**src/design/lbsc_pkg.sv**
```systemverilog
// shared types, constants and codes for the lcd backplane segment capture block
package lbsc_pkg;

  // fixed field widths of the stream payload
  localparam int LEVEL_W    = 10;
  localparam int COM_FIELDS = 4;
  localparam int SEG_W      = 32;
  localparam int MASK_W     = 4;
  localparam int IN_W       = 2 * COM_FIELDS * LEVEL_W + SEG_W;
  localparam int OUT_W      = 48;
  localparam int CFG_AW     = 4;
  localparam int CFG_DW     = 32;

  // defaults for the top level parameters
  localparam int BACKPLANES_DEF = 4;
  localparam int SEGMENTS_DEF   = 32;
  localparam int LEVEL_BITS_DEF = 10;

  // command carried in the input tuser
  typedef enum logic [0:0] {
    CMD_SAMPLE  = 1'b0,
    CMD_RESTART = 1'b1
  } cmd_e;

  // configuration register indexes (byte address 4 * index)
  typedef enum logic [1:0] {
    REG_LEVEL2_LOW   = 2'd0,
    REG_LEVEL2_HIGH  = 2'd1,
    REG_BACKPLANES   = 2'd2,
    REG_SEGMENTS     = 2'd3
  } reg_idx_e;

  // what one lane finds about its common line
  typedef struct packed {
    logic diff;
    logic zero;
    logic in_win;
  } lane_flags_t;

  // one result transaction
  typedef struct packed {
    logic              all_captured;
    logic [MASK_W-1:0] captured_mask;
    logic              unstable;
    logic [SEG_W-1:0]  latched_row;
    logic [1:0]        latched_backplane;
    logic              latched;
  } result_t;

endpackage

```
**src/design/lbsc_lane.sv**
```systemverilog
// per common line compare lane: stability, zero level and level-2 window
module lbsc_lane #(
  parameter int LEVEL_BITS = lbsc_pkg::LEVEL_BITS_DEF
) (
  input  logic [lbsc_pkg::LEVEL_W-1:0] before_i,
  input  logic [lbsc_pkg::LEVEL_W-1:0] after_i,
  input  logic [lbsc_pkg::LEVEL_W-1:0] lvl2_low_i,
  input  logic [lbsc_pkg::LEVEL_W-1:0] lvl2_high_i,
  output lbsc_pkg::lane_flags_t        flags_o
);

  localparam int LvlW = LEVEL_BITS < lbsc_pkg::LEVEL_W ? LEVEL_BITS : lbsc_pkg::LEVEL_W;
  localparam logic [lbsc_pkg::LEVEL_W-1:0] LevelMask =
    lbsc_pkg::LEVEL_W'((64'(1) << LvlW) - 64'(1));

  logic [lbsc_pkg::LEVEL_W-1:0] before_m;
  logic [lbsc_pkg::LEVEL_W-1:0] after_m;

  // levels are compared after masking to the level resolution
  assign before_m = before_i & LevelMask;
  assign after_m  = after_i & LevelMask;

  assign flags_o.diff   = before_m != after_m;
  assign flags_o.zero   = before_m == '0;
  assign flags_o.in_win = (before_m > lvl2_low_i) && (before_m < lvl2_high_i);

endmodule

```
**src/design/lbsc_merge.sv**
```systemverilog
// merges lane flags: picks the backplane, masks the row, keeps captured flags
module lbsc_merge #(
  parameter int LANES    = lbsc_pkg::COM_FIELDS,
  parameter int SEGMENTS = lbsc_pkg::SEGMENTS_DEF
) (
  input  logic                         clk_i,
  input  logic                         rst_ni,
  input  logic                         accept_i,
  input  logic                         cmd_i,
  input  lbsc_pkg::lane_flags_t        flags_i [LANES],
  input  logic [2:0]                   bp_used_i,
  input  logic [5:0]                   seg_used_i,
  input  logic [lbsc_pkg::SEG_W-1:0]   seg_bits_i,
  output lbsc_pkg::result_t            result_o
);

  localparam int SegLim = SEGMENTS < lbsc_pkg::SEG_W ? SEGMENTS : lbsc_pkg::SEG_W;

  logic [LANES-1:0]          valid_q, valid_d;
  logic [LANES-1:0]          used, ok, diff;
  logic [2:0]                n_bp;
  logic [5:0]                n_seg;
  logic [lbsc_pkg::SEG_W-1:0] seg_mask;
  logic [1:0]                sel;
  logic                      hit, unstable, latched;

  // clamp the counts to their legal ranges
  always_comb begin
    n_bp = bp_used_i;
    if (n_bp == 3'd0) begin
      n_bp = 3'd1;
    end else if (n_bp > 3'(LANES)) begin
      n_bp = 3'(LANES);
    end
    n_seg = seg_used_i;
    if (n_seg == 6'd0) begin
      n_seg = 6'd1;
    end else if (n_seg > 6'(SegLim)) begin
      n_seg = 6'(SegLim);
    end
    for (int j = 0; j < lbsc_pkg::SEG_W; j++) begin
      seg_mask[j] = 6'(j) < n_seg;
    end
  end

  // a backplane matches when it sits at zero and every other used one is at level 2
  always_comb begin
    for (int i = 0; i < LANES; i++) begin
      used[i] = 3'(i) < n_bp;
      diff[i] = flags_i[i].diff;
    end
    for (int i = 0; i < LANES; i++) begin
      ok[i] = used[i] && flags_i[i].zero;
      for (int k = 0; k < LANES; k++) begin
        if (k != i && used[k] && !flags_i[k].in_win) begin
          ok[i] = 1'b0;
        end
      end
    end
    sel = '0;
    for (int i = LANES - 1; i >= 0; i--) begin
      if (ok[i]) begin
        sel = 2'(i);
      end
    end
  end

  assign hit      = |ok;
  assign unstable = |(used & diff);

  // result and next captured flags
  always_comb begin
    result_o = '0;
    latched  = 1'b0;
    valid_d  = valid_q;
    if (cmd_i == lbsc_pkg::CMD_RESTART) begin
      valid_d = '0;
    end else begin
      latched                    = !unstable && hit;
      result_o.latched           = latched;
      result_o.unstable          = unstable;
      result_o.latched_backplane = latched ? sel : 2'd0;
      result_o.latched_row       = latched ? (seg_bits_i & seg_mask) : '0;
      for (int i = 0; i < LANES; i++) begin
        valid_d[i] = valid_q[i] | (latched && sel == 2'(i));
      end
    end
    result_o.captured_mask = lbsc_pkg::MASK_W'(valid_d);
    result_o.all_captured  = &(valid_d | ~used);
  end

  // captured flags
  always_ff @(posedge clk_i or negedge rst_ni) begin
    if (!rst_ni) begin
      valid_q <= '0;
    end else if (accept_i) begin
      valid_q <= valid_d;
    end
  end

  // a restart leaves no backplane captured
  a_restart_clears: assert property (@(posedge clk_i) disable iff (!rst_ni)
    accept_i && cmd_i == lbsc_pkg::CMD_RESTART |=> valid_q == '0)
    else $error("captured flags survive a restart");

  // a stored row always shows up in the captured flags
  a_latch_sets_flag: assert property (@(posedge clk_i) disable iff (!rst_ni)
    accept_i && latched |=> valid_q[$past(sel)])
    else $error("latched backplane not flagged as captured");

endmodule

```
**src/design/lcd_backplane_segment_capture_top.sv**
```systemverilog
// top level: config registers, compare lanes, merge stage and result queue
// a result is registered in the result queue and offered on m_axis from its head
// throughput: one transaction per cycle unless the result queue is full, with
// combinational lane compare and merge; a two-entry result queue keeps
// s_axis_tready high while one result waits on m_axis
// reset: clears captured flags and the result queue, registers to defaults
module lcd_backplane_segment_capture_top #(
  parameter int BACKPLANES = lbsc_pkg::BACKPLANES_DEF,
  parameter int SEGMENTS   = lbsc_pkg::SEGMENTS_DEF,
  parameter int LEVEL_BITS = lbsc_pkg::LEVEL_BITS_DEF
) (
  input  logic                          clk_i,
  input  logic                          rst_ni,
  // com_before_0..3, com_after_0..3 (10 bits each), segment_bits (32 bits)
  input  logic [lbsc_pkg::IN_W-1:0]     s_axis_tdata,
  // cmd
  input  logic                          s_axis_tuser,
  input  logic                          s_axis_tvalid,
  output logic                          s_axis_tready,
  // latched, latched_backplane (2), latched_row (32), unstable,
  // captured_mask (4), all_captured, zero fill (7)
  output logic [lbsc_pkg::OUT_W-1:0]    m_axis_tdata,
  output logic                          m_axis_tvalid,
  input  logic                          m_axis_tready,
  input  logic                          psel,
  input  logic                          penable,
  input  logic                          pwrite,
  input  logic [lbsc_pkg::CFG_AW-1:0]   paddr,
  input  logic [lbsc_pkg::CFG_DW-1:0]   pwdata,
  output logic [lbsc_pkg::CFG_DW-1:0]   prdata,
  output logic                          pready
);

  localparam int Lanes = BACKPLANES < lbsc_pkg::COM_FIELDS ? BACKPLANES : lbsc_pkg::COM_FIELDS;
  localparam int LW    = lbsc_pkg::LEVEL_W;
  localparam int SegLo = 2 * lbsc_pkg::COM_FIELDS * LW;

  logic [LW-1:0]         lvl2_low_q, lvl2_high_q;
  logic [2:0]            bp_used_q;
  logic [5:0]            seg_used_q;
  lbsc_pkg::reg_idx_e    reg_idx;
  logic                  cfg_wr;

  lbsc_pkg::lane_flags_t flags [Lanes];
  lbsc_pkg::result_t     result;
  lbsc_pkg::result_t     slot0_q, slot1_q;
  logic [1:0]            cnt_q;
  logic                  s_acc, m_acc;

  // configuration port
  assign pready  = 1'b1;
  assign reg_idx = lbsc_pkg::reg_idx_e'(paddr[3:2]);
  assign cfg_wr  = psel && penable && pwrite && pready;

  always_ff @(posedge clk_i or negedge rst_ni) begin
    if (!rst_ni) begin
      lvl2_low_q  <= '0;
      lvl2_high_q <= '0;
      bp_used_q   <= 3'd4;
      seg_used_q  <= 6'd32;
    end else if (cfg_wr) begin
      unique case (reg_idx)
        lbsc_pkg::REG_LEVEL2_LOW:  lvl2_low_q  <= pwdata[LW-1:0];
        lbsc_pkg::REG_LEVEL2_HIGH: lvl2_high_q <= pwdata[LW-1:0];
        lbsc_pkg::REG_BACKPLANES:  bp_used_q   <= pwdata[2:0];
        lbsc_pkg::REG_SEGMENTS:    seg_used_q  <= pwdata[5:0];
        default: ;
      endcase
    end
  end

  // register read back
  always_comb begin
    unique case (reg_idx)
      lbsc_pkg::REG_LEVEL2_LOW:  prdata = 32'(lvl2_low_q);
      lbsc_pkg::REG_LEVEL2_HIGH: prdata = 32'(lvl2_high_q);
      lbsc_pkg::REG_BACKPLANES:  prdata = 32'(bp_used_q);
      lbsc_pkg::REG_SEGMENTS:    prdata = 32'(seg_used_q);
      default:                   prdata = '0;
    endcase
  end

  // one compare lane per common line, BACKPLANES of them up to four
  for (genvar g = 0; g < Lanes; g++) begin : g_lane
    lbsc_lane #(
      .LEVEL_BITS(LEVEL_BITS)
    ) u_lane (
      .before_i   (s_axis_tdata[g*LW +: LW]),
      .after_i    (s_axis_tdata[(lbsc_pkg::COM_FIELDS + g)*LW +: LW]),
      .lvl2_low_i (lvl2_low_q),
      .lvl2_high_i(lvl2_high_q),
      .flags_o    (flags[g])
    );
  end

  assign s_acc = s_axis_tvalid && s_axis_tready;
  assign m_acc = m_axis_tvalid && m_axis_tready;

  lbsc_merge #(
    .LANES   (Lanes),
    .SEGMENTS(SEGMENTS)
  ) u_merge (
    .clk_i     (clk_i),
    .rst_ni    (rst_ni),
    .accept_i  (s_acc),
    .cmd_i     (s_axis_tuser),
    .flags_i   (flags),
    .bp_used_i (bp_used_q),
    .seg_used_i(seg_used_q),
    .seg_bits_i(s_axis_tdata[SegLo +: lbsc_pkg::SEG_W]),
    .result_o  (result)
  );

  // two-entry result queue, head in slot0
  always_ff @(posedge clk_i or negedge rst_ni) begin
    if (!rst_ni) begin
      cnt_q <= '0;
    end else begin
      cnt_q <= cnt_q + 2'(s_acc) - 2'(m_acc);
    end
  end

  always_ff @(posedge clk_i) begin
    if (m_acc) begin
      slot0_q <= (s_acc && cnt_q == 2'd1) ? result : slot1_q;
      if (s_acc && cnt_q == 2'd2) begin
        slot1_q <= result;
      end
    end else if (s_acc) begin
      if (cnt_q == 2'd0) begin
        slot0_q <= result;
      end else begin
        slot1_q <= result;
      end
    end
  end

  assign s_axis_tready = cnt_q != 2'd2;
  assign m_axis_tvalid = cnt_q != 2'd0;
  assign m_axis_tdata  = {7'd0, slot0_q};

  // queue never overfills
  a_cnt_range: assert property (@(posedge clk_i) disable iff (!rst_ni)
    cnt_q != 2'd3)
    else $error("result queue count out of range");

  // a discarded sample never stores a row
  a_latch_stable: assert property (@(posedge clk_i) disable iff (!rst_ni)
    m_axis_tvalid |-> !(slot0_q.latched && slot0_q.unstable))
    else $error("result both latched and unstable");

  // a stored row is reflected in the captured mask of the same result
  a_latch_mask: assert property (@(posedge clk_i) disable iff (!rst_ni)
    m_axis_tvalid && slot0_q.latched |-> slot0_q.captured_mask[slot0_q.latched_backplane])
    else $error("latched backplane missing from captured mask");

  // a full queue only drains after a result leaves
  a_full_hold: assert property (@(posedge clk_i) disable iff (!rst_ni)
    cnt_q == 2'd2 && !m_axis_tready |=> cnt_q == 2'd2)
    else $error("full queue lost an entry without a transaction");

endmodule

```
**config.mk**
```make
export PLATFORM = sky130hd
export DESIGN_NAME = lcd_backplane_segment_capture_top
export DESIGN_NICKNAME = d
export VERILOG_FILES = /design/src/design/lbsc_pkg.sv /design/src/design/lbsc_lane.sv /design/src/design/lbsc_merge.sv /design/src/design/lcd_backplane_segment_capture_top.sv
export SDC_FILE = /design/constraint.sdc
export NUM_CORES = 1
export LEC_CHECK = 0
export ABC_AREA = 1
export BUFFER_PORTS_ARGS = -buffer_cell sky130_fd_sc_hd__buf_2
export CAP_MARGIN = 0
export CELL_PAD_IN_SITES_DETAIL_PLACEMENT = 1
export CELL_PAD_IN_SITES_GLOBAL_PLACEMENT = 2
export CORE_MARGIN = 4
export CORE_UTILIZATION = 27
export DETAILED_ROUTE_END_ITERATION = 8
export MAX_ROUTING_LAYER = met4
export PLACE_DENSITY = 0.77
export SKIP_CTS_REPAIR_TIMING = 1
export SYNTH_ARGS = -nofsm -noshare
export SYNTH_HDL_FRONTEND = slang
export SYNTH_SLANG_ARGS = --single-unit
```
**constraint.sdc**
```tcl
create_clock -name clk_i -period 4 [get_ports clk_i]
set_input_delay 0.2 -clock clk_i [delete_from_list [all_inputs] [get_ports clk_i]]
set_output_delay 0.2 -clock clk_i [all_outputs]
set_load 0.02 [all_outputs]
```
; ---- Yosys cells after proc, flatten, opt, wreduce, memory -nomap -nowiden
; Index checks and enable logic that the tools add are counted.
[op_classes]
n_eq_ne = 15
n_addsub = 2
n_mux = 33
n_bitwise = 8
reduce_logical = 49
order_cmp = 46
[ops]
columns = cell, n
row1 = 41-bit 2-to-1 mux, 8
row2 = 32-bit one-hot mux with 4 select lines, 1
row3 = "5-bit by 6-bit less-than comparator with 1-bit output, first input constant", 16
row4 = "4-bit by 6-bit less-than comparator with 1-bit output, first input constant", 8
row5 = 10-bit > comparator, 4
row6 = 10-bit zero test, 4
row7 = 10-bit less-than comparator, 4
row8 = 10-bit inequality test, 4
row9 = 36-bit 2-to-1 mux, 1
row10 = 32-bit AND, 1
row11 = 32-bit 2-to-1 mux, 1
row12 = "3-bit by 6-bit less-than comparator with 1-bit output, first input constant", 4
row13 = 1-bit logical AND, 23
row14 = "1-bit by 6-bit less-than comparator with 1-bit output, first input constant", 2
row15 = "2-bit by 6-bit less-than comparator with 1-bit output, first input constant", 2
row16 = 1-bit 2-to-1 mux, 12
row17 = 6-bit 2-to-1 mux, 2
row18 = "2-bit == test, second input constant", 5
row19 = 2-bit 2-to-1 mux, 5
row20 = 2-bit AND reduction, 5
row21 = 4-bit OR reduction, 2
row22 = "2-bit by 1-bit == test with 1-bit output, second input constant", 3
row23 = "6-bit > comparator, second input constant", 1
row24 = 2-bit zero test, 3
row25 = other kinds (19), 32
[word_totals]
ff_bits = 117
out_inout_bits = 83
input_bits = 156
elab_cells = 171

; ---- Depth between registers and ports, before layout
; Gate-level depths: netlist of run 1.
[logic_depth]
word_depth = 21
depth_mapped = 19
ltp_nobuf = 19

; ---- Cells and area by module
; From an unflattened synthesis of run 1, not the netlist that was laid out.
[hier_totals]
hier_cells = 1160
hier_area_um2 = 8780.9
[modules_own_cells]
columns = mod, area_each_um2, cells_per_inst, seq_area_each_um2, instances
row1 = lcd_backplane_segment_capture_top, 4789.6, 456, 3240.6, 1
row2 = lbsc_lane, 720.7, 125, 0.0, 4
row3 = lbsc_merge, 1108.6, 204, 100.1, 1

; ---- Worst setup path before layout of run 1
; No wires, ideal clock.
[synth_path]
kind = reg-to-reg
from = reg cnt_q[1]
to = reg slot1_q[0] (netlist name) (enable)
stages_incl_launch_ff = 6
n_path_buf = 0
setup_time_ns = 0.490
slack_ns = -0.264
required_time_ns = 3.510
arrival_ns = 3.774
synth_period_minus_slack_ns = 4.264
cell_sequence = dfrtp_1 > nor2_1 > inv_1 > nand2_1 > ha_1 > nor3_1
[synth_between]
word_cells_on_any_way = 11
classes_between = eq/ne: 4 / reduce/logical: 7
[synth_rtl]
columns = item, line
row1 = from (decl), lcd_backplane_segment_capture_top.sv:47  ; logic [1:0] cnt_q;
row2 = from (signal assigned), lcd_backplane_segment_capture_top.sv:119  ; cnt_q <= cnt_q + 2'(s_acc) - 2'(m_acc);
row3 = 2-bit nonzero test *, lcd_backplane_segment_capture_top.sv:139  ; assign m_axis_tvalid = cnt_q != 2'd0;
row4 = named net m_axis_tvalid, lcd_backplane_segment_capture_top.sv:23  ; output logic m_axis_tvalid,
row5 = 1-bit logical AND *, lcd_backplane_segment_capture_top.sv:97  ; assign m_acc = m_axis_tvalid && m_axis_tready;
row6 = "2-bit by 1-bit inequality test with 1-bit output (no line), or another cell as far along", -
row7 = 3-bit AND reduction (no line) *, -
row8 = to (signal assigned), lcd_backplane_segment_capture_top.sv:127  ; slot1_q <= result;
row9 = to (signal assigned), lcd_backplane_segment_capture_top.sv:133  ; slot1_q <= result;
row10 = to (decl), lcd_backplane_segment_capture_top.sv:46  ; lbsc_pkg::result_t slot0_q, slot1_q;
; Mark *: on every way through the listed nets, which the timed path passes. The rest lies on a longest branch.
; A chain may end at the register's enable or synchronous reset.

==> metrics.cfg, run 1 <==
[floorplanning]
num_rows = 64
die_width_um = 184.3
core-area_um2 = 30590
ios = 239
dieArea_um2 = 33970
fp.dieH_um = 184.3
start_util_pct = 27.44

[power_and_ir_drop]
power_frac_clock_pct = 27.8
powerDensity_nw_per_um2 = 523.3
p_comb_share_pct = 36.8
switchingPower_mw = 2.095
p_leak_nw = 5.207
intPower_mw = 3.276
vdd.ir_drop.worst_v = 0.0003321
seqPwrFrac_pct = 35.5
switching_share_pct = 39.01

[placement]
gp_congestion = 0.7995
place_ws_ns = 1.066
dp_hpwl_um = 21870
port-buffer-count = 184

[drt]
dr_total_vias = 7677
routedWlPerCell_um = 16.11
drt-initial-drc-count = 355
totalWireLength_um = 27300
dr.pass1.iters = 4
ant_nets = 0
vias_per_cell = 4.532
drc = 0

[grt]
antenna_found_initial = 1
grt_overflow = 0
grtUsageTotal_pct = 16.69
grt_max_degree = 42
grt_pass1_vias = 8061
grt_pass1_wl_um = 43190

[cells_and_area]
drive_gt1_share_pct = 20.28
fill_cells = 3805
areaGrowthSynthToFinish_pct = 22.27
multi_input_area_um2 = 4223
regArea_um2 = 3341
fin_nets = 1519

[critical_path]
cp-start-kind = flip-flop
required_ns = 4.24
path_max_fanout = 16
path_class = flip-flop to flip-flop
worst_setup_path_end_kind = flip-flop
crit_chain = inv_1, ha_1, a21oi_1, o21ai_0, a21oi_1, nand3_2, a21oi_2, nand2_2, nand3_2, nand2_2, inv_2, o21ai_1, nor3_1
slowest_delay_ns = 0.38
crit_arrival_ns = 3.15
slowest_stage = dfrtp_1

[clocking]
clockBufferDepth = 2
tritoncts = done
numCtsBuffers = 17
clkTransAtPathRegs_ns = 0.06
h-tree-depth = 4
insertion_delay_ns = 0.42
clock-sinks = 117
cts_root_buf = clkbuf_16

[synthesis]
synth_common_cells = nand2_1 (313), inv_1 (161), nor2_1 (122)
synth_ff_type = edfxtp_1
synth_edf_count = 82
yosysMostFrequentCell = nand2_1
yosys_warnings = 0
synth_area_leaders = edfxtp_1 (29%), nand2_1 (14%), ha_1 (12%)
yosys.area.top_type = edfxtp_1
synth_top_cell_area_share_pct = 29.34
synthesis.area_um2 = 8393
ys_seq_area_share_pct = 39.80
async_reset_ff_share_pct = 29.91
synth.distinct_cells = 46
syn_inst = 1095
synth-seq-cells = 117
synth.avg_cell_area_um2 = 7.665

[timing]
skew_ns = 0.01446
worst_slack_ns = 1.085
min_period_over_period_pct = 72.89
fin_crit_ns = 2.915
finalMaxSlewViolations = 0
relSlewSlack_pct = 43.18
setup_viol = 0
tightest_slew_ns = 0.8523
max_clock_freq_mhz = 343.0
rsz0062_at_grt = false
fin_tns_setup_ns = 0
hold_viol = 0

[outcome]
status = finished clean

[worst_hold_path]
min_path_type = input pin to flip-flop

[run]
cap_violations = 0

## metrics by stage
| stage | cell area [um^2] | util (%) | std cells | hold WS, ns | power, mW |
|---|---|---|---|---|---|
| after floorplan | 8503 | - | 1123 | -0.09559 | 3.208 |
| after detailed placement | 9671 | 31.61 | 1660 | 0.3626 | 3.939 |
| after global routing | 10260 | 33.55 | 1694 | 0.06278 | 5.769 |
| after global placement | 9671 | 31.61 | 1660 | 0.3643 | 3.872 |
| final | 10260 | 33.55 | 1694 | 0.06465 | 5.371 |
| after CTS | 10250 | 33.51 | 1692 | -0.07811 | 5.455 |
## layout make-up
cell class              count  area share [%]
clock inverters            14           1.463
well taps                 396           4.828
flip-flops and latches    117           32.55
inverters                 172           6.291
multi-input cells         785           41.15
diodes                      1         0.02438
repair buffers            191           9.510
clock buffers              18           4.182
## cells by family after synthesis
family / after synthesis / share of synthesized area (%)
multiplexers: 1 / 0.1342
AND/OR/NAND/NOR: 526 / 26.07
adder cells (fa/ha/maj): 79 / 11.78
other: 2 / 0.08948
AO/OA/AOI/OAI: 140 / 9.750
XOR/XNOR: 9 / 0.9392
buffers and inverters: 221 / 11.43
flip-flops: 117 / 39.80
## power groups by stage
stage	combinational (mW)	clock (mW)	sequential (mW)
2_1_floorplan	1.09	0	2.12
3_3_place_gp	1.96	0	1.92
3_5_place_dp	2.01	0	1.93
4_1_cts	2.02	1.52	1.91
5_1_grt	2.24	1.58	1.94
6_report	1.97	1.49	1.90
## worst paths after layout
check | cells after the start | to | slack, ns | from
worst max-delay path | 13 | slot1_q[31] | 1.08 | lvl2_high_q[9]
worst min-delay path | 3 | lvl2_low_q[8] | 0.06 | pwdata[8]
worst max register to register | 13 | slot1_q[31] | 1.08 | lvl2_high_q[9]
worst min register to register | 2 | lvl2_low_q[3] | 0.49 | lvl2_low_q[3]
max in group asynchronous | 2 | cnt_q[0] | 3.02 | rst_ni
min in group asynchronous | 2 | lvl2_high_q[9] | 0.43 | rst_ni
## worst max-delay path, delay by kind of cell (launching register included)
kind	cells	cell delay, ns
adder cells (fa/ha/maj)	1	0.31
flip-flops	1	0.38
buffers and inverters	2	0.53
AND/OR/NAND/NOR	5	0.64
AO/OA/AOI/OAI	5	0.87
## sequential cells by signal (all words and copies together), names as in the netlist
register,count
bp_used_q,3
slot1_q,41
seg_used_q,6
lvl2_high_q,10
m_axis_tdata,41
lvl2_low_q,10
u_merge.valid_q,4
cnt_q,2
## placed cells by master, fill, tap and decap left out, types with 3 or more instances in the layout
cell type	count
nand3_1	36
buf_4	6
nand2_1	313
nor2_1	121
clkbuf_16	17
a21oi_2	3
nand4_1	6
nor4_1	5
conb_1	30
a21oi_1	43
o221ai_1	3
clkinvlp_4	5
o21bai_1	3
clkinv_1	5
inv_1	160
buf_2	184
ha_1	79
nor3_1	18
nand2_2	4
edfxtp_1	82
o211ai_1	6
a211oi_2	5
inv_6	3
a31oi_1	3
xor2_1	7
o22ai_1	4
nor2_2	4
a21o_1	4
o21ai_0	56
nand3_2	9
o21ai_1	4
dfrtp_1	33
inv_2	8
## metal layers
metal	global-route usage (%)	up-vias	share of wire (%)
li1	-	3862	-
met1	21.25	3633	46
met2	28.34	160	49
met3	2.960	22	4.1
met4	2.751	0	1.0
met5	-	-	0
Power figures use the tool's default switching activity.
==> run 2: changes to the inputs <==
clock period = 2.4 ns   (was 4 ns; I/O delays follow)
==> run 2 against run 1 <==
  * The flow now finishes with violations (hold timing, setup timing)
  * Clock-buffer cell count rose by 1
  * Global-route usage rose by 0.85 points
  * Wire length rose by 8.8%
  * Largest power group unchanged
  * Largest cell class unchanged
  * Utilization rose by 4.1 points
  * Die area did not move
  * Worst setup slack got worse by 1.2 ns
  * First-iteration DRC count fell by 9.3%
  * Highest routed layer unchanged
  * Critical path depth rose by 6
  * Cell count rose by 4.1%
==> metrics.cfg, run 2 (same netlist as run 1, synthesis figures left out) <==
[timing]
relSlewSlack_pct = 40.74  ; -2.4 points
setup_viol = 60  ; +60
finalMaxSlewViolations = 0  ; unchanged
hold_viol = 3  ; +3
worst_slack_ns = -0.1368  ; -1.221 ns
skew_ns = 0.01220  ; -0.002263 ns
fin_crit_ns = 2.537  ; -0.3786 ns
min_period_over_period_pct = 105.7  ; +33 points
tightest_slew_ns = 0.8889  ; +0.03662 ns
max_clock_freq_mhz = 394.2  ; +15%
timing.hold.ws_ns = -0.01877  ; -0.08342 ns
fin_tns_setup_ns = -3.701  ; -3.701 ns
rsz0062_at_grt = true

[critical_path]
crit_top_cell = nand2_1
required_ns = 2.57  ; -1.67 ns
crit_chain = inv_2, ha_1, nand2_2, inv_1, nand2_1, nand2_1, nand2_1, nand3_1, nand3_4, nand2_4, nand3_1, nand2_1, inv_1, nand3_2, nand2_4, buf_12, nor2_1, nand2_1, nand2_1
worst_setup_path_end_kind = flip-flop
slowest_delay_ns = 0.39  ; about the same
cp-start-kind = flip-flop
critPathTopFamily = simple AND/OR/NAND/NOR gates
crit_arrival_ns = 2.71  ; -0.44 ns
path_class = flip-flop to flip-flop
path_max_fanout = 20  ; +4
slowest_stage = dfrtp_1
critical_path_buf_inv_count = 4  ; +2

[run]
cap_violations = 0  ; unchanged

[drt]
drc = 0  ; unchanged
vias_per_cell = 4.599  ; +1.5%
drt-initial-drc-count = 322  ; -9.3%
totalWireLength_um = 29700  ; +8.8%
dr.pass1.iters = 4  ; unchanged
ant_nets = 0  ; unchanged
dr_total_vias = 8113  ; +5.7%
routedWlPerCell_um = 16.83  ; +4.5%

[clocking]
numCtsBuffers = 17  ; unchanged
clock-sinks = 117  ; unchanged
h-tree-depth = 4  ; unchanged
cts_root_buf = clkbuf_16
insertion_delay_ns = 0.43  ; about the same
clkTransAtPathRegs_ns = 0.06  ; about the same
tritoncts = done
clockBufferDepth = 2  ; unchanged

[outcome]
violations = hold timing, setup timing
status = finished with violations

[floorplanning]
ios = 239  ; unchanged
die_width_um = 184.3  ; unchanged
core-area_um2 = 30590  ; unchanged
dieArea_um2 = 33970  ; unchanged
start_util_pct = 27.44  ; unchanged
fp.dieH_um = 184.3  ; unchanged
num_rows = 64  ; unchanged

[placement]
dp_hpwl_um = 23700  ; +8.4%
place_area_um2 = 10160  ; +5.1%
gp_congestion = 0.8301  ; +3.8%
port-buffer-count = 184  ; unchanged

[cells_and_area]
multi_input_area_um2 = 4805  ; +14%
drive_gt1_share_pct = 31.55  ; +11 points
fin_nets = 1588  ; +4.5%
areaGrowthSynthToFinish_pct = 37.30
layout_common_cells = nand2_1 (295), buf_2 (184), inv_1 (142)
regArea_um2 = 3341  ; unchanged
layout_commonest_cell = nand2_1
post-route-util_pct = 37.67  ; +4.1 points
fill_cells = 3792  ; -0.34%
fin_area_um2 = 11520  ; +12%

[grt]
antenna_found_initial = 2  ; +1
grtUsageTotal_pct = 17.54  ; +0.85 points
grt_pass1_wl_um = 44900  ; +3.9%
grt_pass1_vias = 8330  ; +3.3%
grt_max_degree = 57  ; +36%
grt_overflow = 0  ; unchanged

[power_and_ir_drop]
vdd.ir_drop.worst_v = 0.0004817  ; +45%
power_mw = 9.850  ; +83%
p_leak_nw = 5.700  ; +9.5%
powerDensity_nw_per_um2 = 854.8  ; +63%

[worst_hold_path]
min_path_type = input pin to flip-flop

## run 2: per-stage QoR
stage          std cells  worst slack, ns
2_1_floorplan       1123          0.01515
3_3_place_gp        1715          -0.3008
3_5_place_dp        1715          -0.3469
4_1_cts             1747          -0.4042
5_1_grt             1764          -0.3369
6_report            1764          -0.1368
## run 2: power breakdown
part | switching [mW] | internal (mW) | total (mW)
Sequential | 0.252 | 2.91 | 3.17
Combinational | 2.61 | 1.41 | 4.02
Clock | 0.991 | 1.67 | 2.66
## run 2: metal layers
layer,up-vias,wire length [um],track usage [%]
li1,4003,-,-
met1,3917,13250,21.93
met2,155,14810,29.73
met3,38,1007,2.645
met4,0,629,4.703
met5,-,0,-
## run 2: cell type report
cell class / instances / area share, %
antenna: 2 / 0.04343
clock buffer: 19 / 3.844
clock inverter: 13 / 1.477
inverter: 172 / 5.798
multi-input combinational: 785 / 41.69
sequential: 117 / 28.99
tap: 396 / 4.300
timing repair buffer: 260 / 13.85
## run 2: path summary, 6_finish.rpt
check                         startpoint                 end  slack [ns]  cells after the start
max                        lvl2_low_q[4]    m_axis_tdata[20]       -0.14                     19
min                            pwdata[6]      lvl2_high_q[6]       -0.02                      3
max reg2reg                lvl2_low_q[4]    m_axis_tdata[20]       -0.14                     19
min reg2reg                seg_used_q[0]       seg_used_q[0]        0.49                      2
max in group asynchronous         rst_ni            cnt_q[0]        1.47                      2
min in group asynchronous         rst_ni  u_merge.valid_q[2]        0.35                      2
## run 2: tightest hold or removal path, cell delays in order
cell and delay, ns:
buf_2 0.09, inv_1 0.06, o21ai_0 0.08
